--- config.mk ---
export PLATFORM = sky130hd
export DESIGN_NAME = rcpc_rng
export DESIGN_NICKNAME = d
export VERILOG_FILES = /design/src/sv/rcpc_pkg.sv /design/src/sv/rcpc_rng.sv
export SDC_FILE = /design/constraint.sdc
export NUM_CORES = 2
export LEC_CHECK = 0
export BUFFER_PORTS_ARGS = -buffer_cell sky130_fd_sc_hd__buf_2
export CORE_UTILIZATION = 58
export CTS_CLUSTER_SIZE = 28
export DETAILED_ROUTE_END_ITERATION = 12
export PLACE_DENSITY_LB_ADDON = 0.3
export SYNTH_ARGS = -nofsm -noshare
export SYNTH_HDL_FRONTEND = slang
export SYNTH_SLANG_ARGS = --single-unit
--- constraint.sdc ---
create_clock -name clk -period 16.29 [get_ports clk]
set_clock_uncertainty 0.1 [all_clocks]
set_input_delay 0.8145 -clock clk [delete_from_list [all_inputs] [get_ports clk]]
set_output_delay 0.8145 -clock clk [all_outputs]
set_load 0.005 [all_outputs]
--- src/sv/rcpc_pkg.sv ---
// shared constants and types for the random cycle pointer chase
package rcpc_pkg;

    localparam int MAX_NODES  = 4096;
    localparam int IDX_W      = $clog2(MAX_NODES);
    localparam int CNT_W      = IDX_W + 1;
    localparam int WORD_W     = 64;
    localparam int HALF_W     = WORD_W / 2;
    localparam int STEP_W     = 32;
    localparam int DIV_CNT_W  = $clog2(WORD_W);
    localparam int CFG_IDX_W  = 1;

    localparam logic [WORD_W-1:0] SEED_RESET = 64'd20260923;
    localparam logic [WORD_W-1:0] MIX_MULT   = 64'd2685821657736338717;
    localparam logic [CNT_W-1:0]  NODE_RESET = CNT_W'(MAX_NODES);

    localparam int SHIFT_A = 12;
    localparam int SHIFT_B = 25;
    localparam int SHIFT_C = 27;

    // configuration register indexes
    localparam logic [CFG_IDX_W-1:0] REG_SEED       = 1'd0;
    localparam logic [CFG_IDX_W-1:0] REG_NODE_COUNT = 1'd1;

    // generator control
    typedef struct packed {
        logic reload;
        logic draw;
    } rng_ctrl_t;

    // divider request
    typedef struct packed {
        logic              start;
        logic [WORD_W-1:0] dividend;
        logic [CNT_W-1:0]  divisor;
    } div_req_t;

endpackage

--- src/sv/rcpc_rng.sv ---
// xorshift64star generator with a shared 32x32 multiplier
module rcpc_rng import rcpc_pkg::*; (
    input  logic              clk,
    input  logic              rst_n,
    input  rng_ctrl_t         ctrl,
    input  logic [WORD_W-1:0] seed,
    output logic [WORD_W-1:0] rand_value,
    output logic              done
);

    typedef enum logic [2:0] {P_IDLE, P_XS, P_M0, P_M1, P_M2, P_M3} phase_t;

    phase_t              phase_reg;
    logic [WORD_W-1:0]   word_reg;
    logic [WORD_W-1:0]   prod_reg;
    logic [WORD_W-1:0]   acc_reg;
    logic                done_reg;
    logic [WORD_W-1:0]   x1, x2, x3;
    logic [HALF_W-1:0]   mul_a, mul_b;
    logic [WORD_W-1:0]   product;

    // shift and xor step
    always_comb
    begin
        x1 = word_reg ^ (word_reg >> SHIFT_A);
        x2 = x1 ^ (x1 << SHIFT_B);
        x3 = x2 ^ (x2 >> SHIFT_C);
    end

    // operand select for the partial products
    always_comb
    begin
        mul_a = word_reg[HALF_W-1:0];
        mul_b = MIX_MULT[HALF_W-1:0];
        case (phase_reg)
            P_M1:    mul_b = MIX_MULT[WORD_W-1:HALF_W];
            P_M2:    mul_a = word_reg[WORD_W-1:HALF_W];
            default: mul_a = word_reg[HALF_W-1:0];
        endcase
        product = WORD_W'(mul_a) * WORD_W'(mul_b);
    end

    // phase sequencing
    always_ff @(posedge clk or negedge rst_n)
    begin
        if (!rst_n)
        begin
            phase_reg <= P_IDLE;
            done_reg  <= 1'b0;
            word_reg  <= SEED_RESET;
        end
        else
        begin
            done_reg <= 1'b0;
            case (phase_reg)
                P_IDLE:
                begin
                    if (ctrl.reload)
                    begin
                        word_reg <= seed;
                    end
                    if (ctrl.draw)
                    begin
                        phase_reg <= P_XS;
                    end
                end
                P_XS:
                begin
                    word_reg  <= x3;
                    phase_reg <= P_M0;
                end
                P_M0:
                begin
                    prod_reg  <= product;
                    phase_reg <= P_M1;
                end
                P_M1:
                begin
                    acc_reg   <= prod_reg;
                    prod_reg  <= product;
                    phase_reg <= P_M2;
                end
                P_M2:
                begin
                    acc_reg   <= acc_reg + {prod_reg[HALF_W-1:0], {HALF_W{1'b0}}};
                    prod_reg  <= product;
                    phase_reg <= P_M3;
                end
                P_M3:
                begin
                    acc_reg   <= acc_reg + {prod_reg[HALF_W-1:0], {HALF_W{1'b0}}};
                    done_reg  <= 1'b1;
                    phase_reg <= P_IDLE;
                end
                default: phase_reg <= P_IDLE;
            endcase
        end
    end

    assign rand_value = acc_reg;
    assign done       = done_reg;

endmodule

* After elaboration in Yosys (flattened, before gate mapping)
Cells that the tools add are included.
** Word-level totals
- Register bits :: 196
- Memories kept :: 0
- Bits of input ports :: 68
- Bits in latches :: 0
- Output and inout port bits :: 65
- Bits in read-only memories :: 0
- Word-level logic and storage cells :: 33
- RAM bits :: 0
** Operators by class
- $mul :: 1
- Muxes and demuxes :: 8
- Magnitude comparators :: 0
- Bitwise gates (word level) :: 3
- Reductions and logical operators :: 8
- $add $sub $neg :: 1
- Equal/unequal tests :: 7
- Shift-type cells :: 0
- Div/mod/pow operators :: 0
** Operator list (count)
- $pmux W64 S2 :: 2
- $add A64 B64 Y64 :: 1
- $mul A32 B32 Y64 :: 1
- $mux W64 :: 1
- $xor A64 B37 Y64 :: 1
- $xor A64 B52 Y64 :: 1
- $xor A64 B64 Y64 :: 1
- $mux W32 :: 1
- $mux W31 :: 1
- $pmux W3 S5 :: 1
- $eq A3 B2 Y1 const B :: 2
- $eq A3 B3 Y1 const B :: 2
- $reduce_and A2 Y1 :: 3
- $ne A2 B2 Y1 const B :: 2
- $reduce_bool A2 Y1 :: 2
- $eq A3 B1 Y1 const B :: 1
- $logic_not A3 Y1 :: 1
- $mux W3 :: 1
- $reduce_or A3 Y1 :: 1
- $reduce_or A2 Y1 :: 1
- $mux W1 :: 1

* Longest topological paths before layout
- Depth after elaboration :: 4
- Mapped depth :: 37
- Mapped depth without buffers :: 34

* Least setup slack after synthesis
OpenSTA, ideal clock, no wires.
- Path type :: reg-to-reg
- Start :: register phase_reg[2]
- End :: register prod_reg[59] (data pin)
- Cell stages (with the launch flop) :: 32
- Arrival :: 8.508 ns
- Path slack :: 7.416 ns
- Required time :: 15.924 ns
- Cell sequence :: dfrtp_1 > buf_2 > nand2b_1 > buf_2 > nor2_4 > buf_2 > buf_1 > mux2i_1 > inv_1 > nand2_1 > inv_1 > fa_1 > fa_1 > fa_1 > inv_1 > fa_1 > inv_1 > fa_1 > fa_1 > fa_1 > inv_1 > fa_1 > inv_1 > ha_1 > buf_2 > nand4_1 > o311ai_1 > a31oi_2 > o221a_1 > o41a_1 > o31ai_2 > xor2_1
** On the way
- Word-level cells in the longest chain between the ends :: 3
** Ends and longest elaborated chain
- start: declaration :: line rcpc_rng.sv:13 : phase_t phase_reg;
- start signal: assignment :: line rcpc_rng.sv:48 : phase_reg <= P_IDLE;
- start signal: assignment :: line rcpc_rng.sv:64 : phase_reg <= P_XS;
- start signal: assignment :: line rcpc_rng.sv:70 : phase_reg <= P_M0;
- $eq A3 B3 Y1 or $eq A3 B2 Y1 (tied branches) :: line rcpc_rng.sv:35 : case (phase_reg)
- $mux W32 or $mux W31 (tied branches) :: line rcpc_rng.sv:35
- $mul A32 B32 Y64 * :: line rcpc_rng.sv:40 : product = WORD_W'(mul_a) * WORD_W'(mul_b);
- via product[59] :: line rcpc_rng.sv:20 : logic [WORD_W-1:0] product;
- end signal: assignment :: line rcpc_rng.sv:74 : prod_reg <= product;
- end signal: assignment :: line rcpc_rng.sv:80 : prod_reg <= product;
- end signal: assignment :: line rcpc_rng.sv:86 : prod_reg <= product;
- end: declaration :: line rcpc_rng.sv:15 : logic [WORD_W-1:0] prod_reg;
The timed path passes the listed nets; every way through them passes the cells marked *.
A chain may end at the register's enable or synchronous reset.

* Worst setup path after layout
- Start :: register phase_reg[1]
- End :: register prod_reg[59] (data pin)
Same word-level chain as after synthesis.

==> impl_metrics.toml <==
[outcome]
status = "complete, no violations"

[finish]
drive_gt1_frac = 0.07180
num_antenna_cells = 0
final_common_cell = "inv_1"
syn_to_final_growth_pct = 6.264
layout_common_cells = "inv_1, fa_1, ha_1"
final_net_count = 4726
fill_cells = 4854

[critical_path]
setup.worst_path.end = "prod_reg[59]"
max_stage_delay_ns = 1.18
r2r_end = "prod_reg[59]"
reg2reg_slack_ns = 5.76
cp-end-kind = "register"
timing.rr.start = "phase_reg[1]"
rr_worst_depth = 28
critPathLaunch = "phase_reg[1]"
start_kind = "register"
worstSetupPathType = "register to register"
cp_common_cell = "fa_1"
critPathRequiredTime_ns = 16.42
cpMaxStageDelayCell = "mux2i_1"
crit_arrival_ns = 10.66
cp_max_fo = 100

[floorplanning]
io_pins = 133
core_area_um2 = 58030
die-height_um = 245.2
rows = 88
die-area_um2 = 60140
start_util = 0.5914
die_w_um = 245.2

[clock_network]
clock-root-buffer = "clkbuf_16"
postCtsSetupBuffers = 0
clockBufferDepth = 2
cts_hold_buffers = 0
htreeDepth = 4
numCtsBuffers = 17
cts_resized = 0
cts_sinks = 196
clk_pin_slew_worst_paths_ns = 0.12
clk_latency_ns = 0.52
cts_tree = "built"

[route]
drc = 0
wirelength_mm = 97.13
wl_per_cell_um = 21.87
dr_wl_met3_mm = 7.951
num_vias = 25200
highest_layer = "met5"
wl_met1_mm = 39.59
wl_met2_mm = 44.83
dr.first_iter.drc_count = 2265
drtPass1Iterations = 8
drtAntennaViolNets = 0
vias_per_cell = 5.672

[sta]
rsz0062_at_grt = "no"
max_freq_ghz = 0.09500
hold_viol = 0
worst_pin_slew_ns = 1.379
slew_viol_final = 0
finalSetupTns_ns = 0
post-route-period-util = 0.6462
setup_viol = 0
period_minus_slack_ns = 10.53
relSlewSlack = 0.05443

[logic_synthesis]
synthTopCellsByArea = "fa_1, ha_1, edfxtp_1, inv_1, xnor2_1"
seq_area_frac_synth = 0.1620
synthXorXnorAreaFrac = 0.06636
synthMuxAreaShare = 0.007730
ys_seq_elements = 196
synthFlopType = "edfxtp_1"
ys_async_sr_fraction = 0.3469
synthAdderAreaFrac = 0.4847
synth_top_cell_area_share = 0.3261
yosys_warnings = 0
synth_top_family_by_area = "adder cells"
syn_area_um2 = 34320
yosysTopAreaCell = "fa_1"
synthCells = 3576
synth_edf_count = 128
synth.avg_cell_area_um2 = 9.596
synthSimpleGateAreaFrac = 0.07263
synth_compound_area_frac = 0.09666
synth_cell_types = 83

[global_routing]
grt_pass1_wl_mm = 148.5
antenna_found_initial = 1
grt_usage = 0.3333
grt-ovfl-total = 0
grt_start_max_net_pins = 101
grt_pass1_vias = 25670

[placed_design]
dp_hpwl_mm = 81.78
portBuffers = 132
gp_congestion = 1.020

[run]
cap_viol_max_count = 0

[worst_hold_path]
min_path_type = "primary input to async pin"
==> layer usage <==
layer | track usage | vias up
met1 | 0.4515 | 12480
met3 | 0.06571 | 241
met4 | 0.1494 | 2
met5 | 0 | -
met2 | 0.5189 | 1110
li1 | - | 11360
==> kinds of logic (layout without fill, tap and decap cells) <==
family	Yosys count	after routing
AND/OR/NAND/NOR	557	557
AO/OA/AOI/OAI	544	544
buffers and inverters	997	1060
flip-flops	196	196
adder cells (fa/ha/maj)	994	994
multiplexers	26	26
other	2	40
XOR/XNOR	260	260
==> how the worst min path moves through the flow <==
stage,startpoint,end,slack [ns],cells past startpoint
3_5_place_dp,word_reg[0],word_reg[0],0.40,2
2_1_floorplan,word_reg[3],word_reg[3],0.38,2
4_1_cts,rst_n,phase_reg[0],0.37,1
5_1_grt,rst_n,phase_reg[0],0.41,1
3_3_place_gp,word_reg[1],word_reg[1],0.39,2
6_report,rst_n,phase_reg[0],0.34,1
==> stage by stage <==
step / hold WS (ns) / util / setup WS [ns] / instance area, um^2 / instances
final: 0.3389 / 0.6285 / 5.764 / 36470 / 4442
after global routing: 0.4140 / 0.6285 / 5.230 / 36470 / 4442
after CTS: 0.3654 / 0.6285 / 5.791 / 36470 / 4442
after detailed placement: 0.4029 / 0.6180 / 5.854 / 35860 / 4410
after global placement: 0.3944 / 0.6180 / 5.966 / 35860 / 4410
after floorplan: 0.3810 / - / 7.416 / 34460 / 3614
==> worst max-delay path: cells and delay by family, from the launching register on <==
family | cells | cell delay [ns]
adders and majority gates | 9 | 4.27
AOI/OAI and AO/OA | 8 | 1.78
buffers and inverters | 6 | 1.62
muxes | 1 | 1.18
and+or+nand+nor | 3 | 0.66
DFF | 1 | 0.52
xor gates and xnor gates | 1 | 0.10
==> cells in the mapped netlist (16+ instances only) <==
library cell / instances
nand4_1: 18
fa_1: 559
buf_2: 17
nand3_1: 32
dfrtp_1: 56
a22oi_1: 23
a21o_1: 45
nor3_1: 34
xnor2_1: 174
o21ai_1: 17
xor2_1: 86
ha_1: 435
o21bai_1: 16
edfxtp_1: 128
mux2i_1: 22
a21oi_1: 182
o21ai_0: 151
nand2_1: 224
and2_1: 36
inv_1: 858
clkbuf_1: 103
nor2_1: 156
==> layout make-up <==
class                   count  area, um^2  share of cell area
clock buffers              17       425.4             0.01167
clock inverters            15       182.7            0.005009
inverters                 865        3247             0.08904
multi-input cells        2421       25200              0.6910
flip-flops and latches    196        5560              0.1525
well taps                 765       957.2             0.02625
repair buffers            163       895.9             0.02457
Power is not shown: default switching activity piles up to over one toggle a cycle in this logic, so the estimate is an artifact.
