## src/sv/rcpc_pkg.sv

```systemverilog
// shared constants and types for the random cycle pointer chase
package rcpc_pkg;

    localparam int MAX_NODES  = 4096;
    localparam int IDX_W      = $clog2(MAX_NODES);
    localparam int CNT_W      = IDX_W + 1;
    localparam int WORD_W     = 64;
    localparam int HALF_W     = WORD_W / 2;
    localparam int STEP_W     = 32;
    localparam int DIV_CNT_W  = $clog2(WORD_W);
    localparam int CFG_IDX_W  = 1;

    localparam logic [WORD_W-1:0] SEED_RESET = 64'd20260923;
    localparam logic [WORD_W-1:0] MIX_MULT   = 64'd2685821657736338717;
    localparam logic [CNT_W-1:0]  NODE_RESET = CNT_W'(MAX_NODES);

    localparam int SHIFT_A = 12;
    localparam int SHIFT_B = 25;
    localparam int SHIFT_C = 27;

    // configuration register indexes
    localparam logic [CFG_IDX_W-1:0] REG_SEED       = 1'd0;
    localparam logic [CFG_IDX_W-1:0] REG_NODE_COUNT = 1'd1;

    // generator control
    typedef struct packed {
        logic reload;
        logic draw;
    } rng_ctrl_t;

    // divider request
    typedef struct packed {
        logic              start;
        logic [WORD_W-1:0] dividend;
        logic [CNT_W-1:0]  divisor;
    } div_req_t;

endpackage

```

## src/sv/rcpc_divider.sv

```systemverilog
// restoring remainder unit, one dividend bit per cycle
module rcpc_divider import rcpc_pkg::*; (
    input  logic             clk,
    input  logic             rst_n,
    input  div_req_t         req,
    output logic [CNT_W-1:0] remainder,
    output logic             done
);

    logic                 busy_reg;
    logic                 done_reg;
    logic [DIV_CNT_W-1:0] cnt_reg;
    logic [WORD_W-1:0]    dividend_reg;
    logic [CNT_W-1:0]     divisor_reg;
    logic [CNT_W-1:0]     rem_reg;
    logic [CNT_W:0]       trial;
    logic [CNT_W:0]       diff;

    // trial subtract
    always_comb
    begin
        trial = {rem_reg, dividend_reg[WORD_W-1]};
        diff  = trial - {1'b0, divisor_reg};
    end

    always_ff @(posedge clk or negedge rst_n)
    begin
        if (!rst_n)
        begin
            busy_reg <= 1'b0;
            done_reg <= 1'b0;
            cnt_reg  <= '0;
        end
        else
        begin
            done_reg <= 1'b0;
            if (req.start)
            begin
                busy_reg     <= 1'b1;
                cnt_reg      <= '0;
                dividend_reg <= req.dividend;
                divisor_reg  <= req.divisor;
                rem_reg      <= '0;
            end
            else if (busy_reg)
            begin
                if (trial >= {1'b0, divisor_reg})
                begin
                    rem_reg <= diff[CNT_W-1:0];
                end
                else
                begin
                    rem_reg <= trial[CNT_W-1:0];
                end
                dividend_reg <= dividend_reg << 1;
                cnt_reg      <= cnt_reg + 1'b1;
                if (cnt_reg == DIV_CNT_W'(WORD_W - 1))
                begin
                    busy_reg <= 1'b0;
                    done_reg <= 1'b1;
                end
            end
        end
    end

    assign remainder = rem_reg;
    assign done      = done_reg;

endmodule

```

## config.mk

```make
export PLATFORM = sky130hd
export DESIGN_NAME = rcpc_divider
export DESIGN_NICKNAME = d
export VERILOG_FILES = /design/src/sv/rcpc_pkg.sv /design/src/sv/rcpc_divider.sv
export SDC_FILE = /design/constraint.sdc
export NUM_CORES = 1
export LEC_CHECK = 0
export ABC_AREA = 1
export BUFFER_PORTS_ARGS = -buffer_cell sky130_fd_sc_hd__buf_2
export CORE_AREA = 2 2 96 98
export CTS_BUF_LIST = sky130_fd_sc_hd__clkbuf_2
export CTS_CLUSTER_DIAMETER = 60
export DETAILED_ROUTE_END_ITERATION = 12
export DIE_AREA = 0 0 98 100
export PLACE_DENSITY = 0.82
export SETUP_SLACK_MARGIN = 0.3
export SLEW_MARGIN = 20
export SYNTH_ARGS = -nofsm -noshare
export SYNTH_HDL_FRONTEND = slang
export SYNTH_SLANG_ARGS = --single-unit
```

## constraint.sdc

```tcl
create_clock -name clk -period 7.5 [get_ports clk]
set_input_delay 0.375 -clock clk [delete_from_list [all_inputs] [get_ports clk]]
set_output_delay 0.375 -clock clk [all_outputs]
set_load 0.05 [all_outputs]
```

=== Yosys cells after proc, flatten, opt, wreduce, memory -nomap -nowiden ===
Cells that the tools add are included.

* Flip-flop bits (word level): 98
* Latch bits: 0
* Bits in writable memories: 0
* Memory bits (read-only): 0
* Input bits: 80
* Output and inout port bits: 14
* Memories: 0

* $add $sub $neg: 2
* $mul: 0
* Divide/modulo/power cells: 0
* $lt $le $gt $ge: 1
* Equal/unequal tests: 1
* Shifts and indexed selects: 0
* Muxes and demuxes: 12
* Bitwise logic cells: 0
* Reductions and logical operators: 3

{| class="wikitable"
|+ Operators by type and width
! kind !! number
|-
| 64-bit 2-to-1 mux || 2
|-
| 13-bit 2-to-1 mux || 2
|-
| 14-bit by 13-bit greater-or-equal comparator with 1-bit output || 1
|-
| 13-bit subtractor || 1
|-
| 6-bit 2-to-1 mux || 2
|-
| 6-bit by 1-bit adder with 6-bit output, second input constant || 1
|-
| 6-bit equality test, second input constant || 1
|-
| 1-bit 2-to-1 mux || 6
|-
| 2-bit AND reduction || 2
|-
| 2-bit nonzero test || 1
|}

=== Logic depth before layout (Yosys ltp) ===
Gate-level depths: netlist (run 1).

* Depth in word-level cells: 4
* Mapped depth: 12
* Depth with buffers taken out: 12

=== Worst setup path after synthesis (run 1) ===
OpenSTA, ideal clock, no wires.

* Path kind: input -> register
* Start: in req[77] (netlist name)
* End: reg dividend_reg[0], enable pin
* Library setup time: 0.487 ns
* Arrival: 3.512 ns
* Data required time: 7.013 ns
* Slack: 3.502 ns
* Cell stages on the path: 4
* Path buffers: 2
* Cells stage by stage: buf_2 nor2_1 clkbuf_1 nor2_1

* Word-level cells in the longest chain between the ends: 2

{| class="wikitable"
|+ Ends and longest elaborated chain
! element !! RTL line !! RTL
|-
| start, declared || rcpc_divider.sv:5 || <nowiki>input div_req_t req,</nowiki>
|-
| 2-bit nonzero test (no source line) || - ||
|-
| 2-bit AND reduction (no source line) || - ||
|-
| end signal, assigned || rcpc_divider.sv:41 || <nowiki>dividend_reg <= req.dividend;</nowiki>
|-
| end signal, assigned || rcpc_divider.sv:55 || <nowiki>dividend_reg <= dividend_reg << 1;</nowiki>
|-
| end, declared || rcpc_divider.sv:13 || <nowiki>logic [WORD_W-1:0] dividend_reg;</nowiki>
|}

Every way passes these cells.
A chain may end at the register's enable or synchronous reset.

=== Final worst setup path (run 1) ===
* Start: reg rem_reg[5] (netlist: remainder[5])
* End: reg rem_reg[6] (netlist: remainder[6]), data pin

* Word-level cells in the longest chain between the ends: 3
* Elaborated cells on any way between the ends: 4
* Those cells by class: add/sub (1); order compare (1); mux (2)

{| class="wikitable"
|+ Ends and longest elaborated chain
! element !! RTL line !! RTL
|-
| start, declared || rcpc_divider.sv:15 || <nowiki>logic [CNT_W-1:0] rem_reg;</nowiki>
|-
| start signal, assigned || rcpc_divider.sv:49 || <nowiki>rem_reg <= diff[CNT_W-1:0];</nowiki>
|-
| start signal, assigned || rcpc_divider.sv:53 || <nowiki>rem_reg <= trial[CNT_W-1:0];</nowiki>
|-
| 13-bit subtractor or 14-bit by 13-bit greater-or-equal comparator with 1-bit output (tied branches) || rcpc_divider.sv:23, rcpc_divider.sv:47 ||
|-
| 13-bit 2-to-1 mux (*) || rcpc_divider.sv:47 || <nowiki>if (trial >= {1'b0, divisor_reg})</nowiki>
|-
| 13-bit 2-to-1 mux (*) || rcpc_divider.sv:45 || <nowiki>else if (busy_reg)</nowiki>
|}

Every way passes the cells marked *; elsewhere a longest branch is shown, timed or not.

==> results.sh, run 1 <==
export IMPL_status="finished, final reports clean"
export IMPL_synthCells=591
export IMPL_pre_cts_ws_ns=4.84
export IMPL_post_cts_setup_buffer_count=0
export IMPL_drt_pass1_iter_count=5
export IMPL_leakagePower_nw=3.05
export IMPL_ios=94
export IMPL_syn_area_um2=5170
export IMPL_gp_congestion=0.906
export IMPL_fin_skew_ns=0.0184
export IMPL_placed_area_um2=5700
export IMPL_pwr_share_comb_pct=23.7
export IMPL_utilization_pct=67.5
export IMPL_path_buf_inv=0
export IMPL_rsz0062_at_grt="no"
export IMPL_crit_start="remainder[5]$_SDFFCE_PP0P_"
export IMPL_yosys_top_cells_area="edfxtp_1 52%, nand2_1 21%, inv_1 4.4%"
export IMPL_hp_start="req[36]"
export IMPL_drc=0
export IMPL_fmax_mhz=402
export IMPL_seqPwrFrac_pct=51.3
export IMPL_ys_seq_area_share_pct=56.1
export IMPL_fillers=720
export IMPL_p_switching_uw=404
export IMPL_ant_nets=0
export IMPL_place_hpwl_um=7120
export IMPL_die_area_um2=9800
export IMPL_rr_startpoint="remainder[5]$_SDFFCE_PP0P_"
export IMPL_tritoncts="yes"
export IMPL_worst_pin_slew_ns=0.986
export IMPL_syn_to_final_growth_pct=16.1
export IMPL_fin_crit_sh_pct=33.1
export IMPL_p_sw_share_pct=30.9
export IMPL_grt_max_degree=72
export IMPL_slew_violations=0
export IMPL_die_w_um=98
export IMPL_yosys_warnings=0
export IMPL_rows=35
export IMPL_viasPerCell=5.12
export IMPL_hold_class="primary input to flop"
export IMPL_drt_iter0_markers=188
export IMPL_synth_common_cells="285 x nand2_1, 90 x edfxtp_1, 61 x inv_1"
export IMPL_cp_end_kind="flop"
export IMPL_total_power_mw=1.31
export IMPL_worstSetupPathType="flop to flop"
export IMPL_antennaDiodeCount=0
export IMPL_synth_edff_count=90
export IMPL_htree_levels=3
export IMPL_critPathSlowestCell="edfxtp_1"
export IMPL_clock_sinks=98
export IMPL_cap_violations=0
export IMPL_cp_top_family="simple AND/OR/NAND/NOR gates"
export IMPL_clkTransAtPathRegs_ns=0.27
export IMPL_internal_power_uw=905
export IMPL_core_area_um2=8890
export IMPL_crit_path_max_incr_delay_ns=0.54
export IMPL_grt_usage_pct=22.3
export IMPL_numCtsBuffers=9
export IMPL_vias=4125
export IMPL_cp_data_required_time_ns=7.92
export IMPL_synth_seq_cells=98
export IMPL_postCtsHoldBufs=14
export IMPL_root_buffer="clkbuf_2"
export IMPL_synth_top_flop_cell="edfxtp_1"
export IMPL_min_period_ns=2.49
export IMPL_cp_arrival_ns=2.90
export IMPL_fin_ws_ns=5.01
export IMPL_grt_overflow=0
export IMPL_initial_utilization_pct=58.2
export IMPL_synth_top_area_share_pct=52.2
export IMPL_grt_pass1_vias=3912
export IMPL_final_area_um2=6000
export IMPL_synthArstFlopShare_pct=8.16
export IMPL_power_density_nw_per_um2=218
export IMPL_syn_num_nets=686
export IMPL_grt_pass1_wl_um=17600
export IMPL_cts_resized=0
export IMPL_fin_nets=785
export IMPL_yosys_area_top_type="edfxtp_1"
export IMPL_portBuffers=93
export IMPL_timing_slew_headroom_pct=34.2
export IMPL_syn_avg_cell_area_um2=8.75
export IMPL_ys_types=30
export IMPL_antenna_found_initial=0
export IMPL_tns_ns=0
export IMPL_worstSetupStartpointType="flop"
export IMPL_routed_wl_um=10300
export IMPL_synth_most_common_cell="nand2_1"
export IMPL_drive_above_1_share_pct=21.6
export IMPL_crit_chain="ha_1, nand2_2, nor2_2, nand2_2, nor2_2, nor2_2, nand3_4, nand2_2, nand3_1, nand2_1"
export IMPL_worstPathMaxFanout=15
export IMPL_finalHoldViolCount=0
export IMPL_die_h_um=100
export IMPL_clockBufferDepth=2
export IMPL_setup_violations=0
export IMPL_post_drt_wl_per_cell_um=12.8
export IMPL_clk_latency_ns=0.53
export IMPL_clkPwrFrac_pct=25.1
export IMPL_largest_register_ffs=64
export IMPL_peakVddDrop_v=0.000135
## cells in the final DEF (no fill, tap or decap)
master,n
o21ai_1,2
dlygate4sd3_1,14
nand2_1,285
inv_2,7
a21o_1,1
nor2_1,14
inv_1,60
nand3_4,1
nor3_1,2
dfrtp_1,8
fa_1,1
nor2_2,8
clkbuf_2,10
clkinv_2,1
nor2_4,1
a21oi_1,6
xor2_1,2
a211oi_1,1
a22o_1,1
nor3b_1,1
a21oi_2,1
nand3_1,21
buf_2,93
nand3_2,9
buf_4,2
ha_1,14
xnor2_1,3
nand2_4,2
o21ai_0,2
nand2_2,10
nand4_1,17
bufinv_16,3
edfxtp_1,90
inv_6,2
## metrics by stage
step	std cells	hold WS, ns
after CTS	806	0.0474
after detailed placement	776	0.376
after global placement	776	0.376
after floorplan	591	0.0794
final	806	0.0910
after global routing	806	0.0256
## cell type report
type	instances	area, µm²	area share [%]
clock buffers	10	50.0	0.834
clock inverters	6	113	1.88
multi-input cells	405	1930	32.1
inverters	67	251	4.19
repair buffers	109	621	10.3
flip-flops and latches	98	2900	48.4
well taps	111	139	2.31
## power groups by stage
stage | Sequential (mW) | Combinational (mW) | Clock (mW)
6_report | 0.671 | 0.310 | 0.328
5_1_grt | 0.676 | 0.349 | 0.355
4_1_cts | 0.671 | 0.312 | 0.335
3_5_place_dp | 0.683 | 0.304 | 0
3_3_place_gp | 0.681 | 0.296 | 0
2_1_floorplan | 0.713 | 0.200 | 0
## kinds of logic (layout without fill, tap and decap cells)
group,Yosys count,after routing,share of synthesized area (%)
simple gates,371,371,30.8
flops,98,98,56.1
compound gates,14,14,1.60
xor+xnor,5,5,0.847
buf+inv,88,192,6.87
fa+ha+maj,15,15,3.77
## path summary, 6_finish.rpt
path | to | slack [ns] | cells past startpoint
setup / recovery | remainder[6]$_SDFFCE_PP0P_ | 5.01 | 10
hold / removal | dividend_reg[23]$_DFFE_PP_ | 0.09 | 3
setup reg to reg | remainder[6]$_SDFFCE_PP0P_ | 5.01 | 10
hold reg to reg | dividend_reg[3]$_DFFE_PP_ | 0.55 | 2
max in group asynchronous | cnt_reg[5]$_DFFE_PN0N_ | 6.80 | 2
min in group asynchronous | done$_DFF_PN0_ | 0.33 | 2
## layer usage
layer / vias to the layer above / global-route usage, % / wire length (µm)
li1: 2087 / - / -
met1: 1888 / 29.4 / 4380
met2: 136 / 37.8 / 5120
met3: 14 / 3.97 / 635
met4: 0 / 7.16 / 174
met5: - / 0 / 0
## worst min-delay path, cell delays in order
cell and delay (ns):
buf_2 0.07, nand2_1 0.04, nand2_1 0.05
No activity file was read; power rests on OpenSTA's default activity.
==> run 2, diff against run 1 <==
Settings changed: ABC_AREA 1 to 0, PLACE_DENSITY 0.82 to 0.78.
Clock period 7.5 ns to 2.45 ns, I/O delays scaled along.
==> results.sh, run 2 <==
export IMPL_synth_top_area_share_pct=55.6
export IMPL_core_area_um2=8890
export IMPL_grt_usage_pct=24.1
export IMPL_fillers=540
export IMPL_synth_seq_cells=98
export IMPL_slew_violations=0
export IMPL_finalHoldViolCount=0
export IMPL_setup_violations=2
export IMPL_clock_sinks=98
export IMPL_drt_iter0_markers=203
export IMPL_crit_path_max_incr_delay_ns=0.46
export IMPL_multiInputGateArea_um2=1940
export IMPL_routed_wl_um=11400
export IMPL_fmax_mhz=407
export IMPL_largest_register_ffs=64
export IMPL_vias=3575
export IMPL_regArea_um2=2900
export IMPL_yosys_area_top_type="edfxtp_1"
export IMPL_ant_nets=0
export IMPL_synthArstFlopShare_pct=8.16
export IMPL_hold_class="primary input to asynchronous set/reset pin"
export IMPL_place_hpwl_um=6850
export IMPL_grt_busiest_layer="met2"
export IMPL_fin_ws_ns=-0.00617
export IMPL_rows=35
export IMPL_drive_above_1_share_pct=42.0
export IMPL_cp_end_kind="flop"
export IMPL_fin_crit_sh_pct=100
export IMPL_critPathSlowestCell="edfxtp_1"
export IMPL_grt_max_degree=65
export IMPL_syn_avg_cell_area_um2=13.9
export IMPL_leakagePower_nw=2.76
export IMPL_synth_top_flop_cell="edfxtp_1"
export IMPL_grt_pass1_wl_um=18300
export IMPL_grtUsageMet2_pct=42.7
export IMPL_gp_congestion=0.899
export IMPL_timing_slew_headroom_pct=48.8
export IMPL_use_met1_pct=29.1
export IMPL_yosys_warnings=0
export IMPL_antenna_found_initial=0
export IMPL_worstSetupPathType="flop to flop"
export IMPL_root_buffer="clkbuf_2"
export IMPL_fin_nets=640
export IMPL_fin_skew_ns=0.0330
export IMPL_syn_to_final_growth_pct=37.6
export IMPL_crit_chain="ha_2, fa_2, nand2b_4, a211oi_4, o211ai_1, and3_4, mux2_4, a211oi_2"
export IMPL_tritoncts="yes"
export IMPL_ys_seq_area_share_pct=59.8
export IMPL_portBuffers=93
export IMPL_synth_edff_count=90
export IMPL_ios=94
export IMPL_dp_cells=558
export IMPL_clk_latency_ns=0.58
export IMPL_peakVddDrop_v=0.000418
export IMPL_path_buf_inv=0
export IMPL_failed_checks="negative setup slack"
export IMPL_antennaDiodeCount=0
export IMPL_grt_met3_usage_pct=5.36
export IMPL_grt_pass1_vias=3784
export IMPL_ys_types=48
export IMPL_initial_utilization_pct=54.6
export IMPL_mostFrequentLayoutCell="buf_2"
export IMPL_worst_pin_slew_ns=0.768
export IMPL_synthCells=349
export IMPL_die_area_um2=9800
export IMPL_clockBufferDepth=2
export IMPL_drt_pass1_iter_count=4
export IMPL_htree_levels=3
export IMPL_instances_no_fill=661
export IMPL_synth_common_cells="90 x edfxtp_1, 63 x mux2_2, 24 x nor2_1"
export IMPL_die_h_um=100
export IMPL_rsz0062_at_grt="yes"
export IMPL_numCtsBuffers=9
export IMPL_synth_most_common_cell="edfxtp_1"
export IMPL_mostFrequentLayoutCells="92 x buf_2, 90 x edfxtp_1, 79 x dlygate4sd3_1"
export IMPL_cp_top_family="compound AO/OA/AOI/OAI gates"
export IMPL_post_drt_wl_per_cell_um=17.3
export IMPL_power_density_nw_per_um2=629
export IMPL_cp_data_required_time_ns=2.87
export IMPL_status="complete, but fails checks"
export IMPL_worstSetupStartpointType="flop"
export IMPL_worstPathMaxFanout=6
export IMPL_cap_violations=0
export IMPL_grt_overflow=0
export IMPL_drc=0
export IMPL_cp_arrival_ns=2.88
export IMPL_syn_area_um2=4860
export IMPL_syn_num_nets=444
export IMPL_yosys_top_cells_area="edfxtp_1 56%, mux2_2 15%, dfrtp_1 4.1%"
export IMPL_viasPerCell=5.41
export IMPL_total_power_mw=4.21
export IMPL_min_period_ns=2.46
export IMPL_die_w_um=98
export IMPL_clkTransAtPathRegs_ns=0.32
[run 2: changes by cell type after synthesis, sizes merged, moves of 4 or more]
cell / change
nand4: -11
nand2: -283
a211oi: +8
nand3: -28
mux2i: +7
xor2: +5
o211ai: +4
mux2: +65
nand2b: +5
clkbuf: -6
inv: -51
a21oi: +5
[run 2: repair_timing]
action                                  CTS  global route
endpoints found under the setup margin   13            13
pin swaps                                18             7
resized for setup                        15             7
hold buffers                             79             0
cloned                                    0             0
buffers inserted                          7             1
hold endpoints to repair                 93             0
[run 2: metrics by stage]
stage	hold slack [ns]	TNS [ns]	worst slack [ns]	instance area, µm²	utilization (%)
global route	0.178	-0.220	-0.0671	6680	75.2
floorplan	-0.173	-0.482	-0.0753	4910	-
CTS	0.164	0	0.0450	6630	74.6
detailed placement	0.295	-0.259	-0.0646	5610	63.1
global placement	0.298	-0.00415	-0.00415	5610	63.1
finish	0.200	-0.00928	-0.00617	6680	75.2
[run 2: final timing paths]
path                                       startpoint                    endpoint  slack, ns  depth (start not counted)
setup / recovery             divisor_reg[0]$_DFFE_PP_  remainder[0]$_SDFFCE_PP0P_     -0.006                          8
hold / removal                                  rst_n      cnt_reg[4]$_DFFE_PN0N_       0.20                          3
setup reg to reg             divisor_reg[0]$_DFFE_PP_  remainder[0]$_SDFFCE_PP0P_     -0.006                          8
hold reg to reg            dividend_reg[57]$_DFFE_PP_  dividend_reg[58]$_DFFE_PP_       0.57                          1
max in group asynchronous                       rst_n      cnt_reg[1]$_DFFE_PN0N_       2.06                          3
min in group clk                               req[7]    divisor_reg[7]$_DFFE_PP_       0.22                          2
[run 2: logic make-up (layout without fill, tap and decap cells)]
kind of cell	count (synthesis)	count (layout)	synth area share (%)
DFF	98	98	59.8
muxes	72	72	16.7
and+or+nand+nor	71	71	7.37
AOI/OAI and AO/OA	48	48	7.03
buffers and inverters	32	233	2.81
adders and majority gates	15	15	4.02
xor gates and xnor gates	13	13	2.34
[run 2: per-layer routing]
metal  share of wire, %  vias to the layer above
met5                  0                        -
met4                2.1                        0
met3                5.5                       22
met2                 52                      127
met1                 40                     1721
li1                   -                     1705
[run 2: worst reg2reg max path, stage by stage (launching register included)]
cell	delay (ns)
edfxtp_1	0.46
ha_2	0.20
fa_2	0.35
nand2b_4	0.16
a211oi_4	0.21
o211ai_1	0.14
and3_4	0.23
mux2_4	0.31
a211oi_2	0.23
[run 2: layout make-up]
| type | instances | area share [%] |
|---|---|---|
| timing repair buffer | 201 | 22.6 |
| tap | 111 | 2.08 |
| sequential | 98 | 43.4 |
| inverter | 16 | 0.899 |
| multi-input combinational | 219 | 29.1 |
| clock inverter | 7 | 1.25 |
| clock buffer | 9 | 0.674 |
[run 2: report_power, final]
group / internal [mW] / switching [mW] / total, mW / leakage, nW
logic: 0.631 / 0.641 / 1.27 / 1.69
clock network: 0.259 / 0.612 / 0.871 / 0.0803
registers: 2.00 / 0.0635 / 2.06 / 0.985
total: 2.89 / 1.32 / 4.21 / 2.76
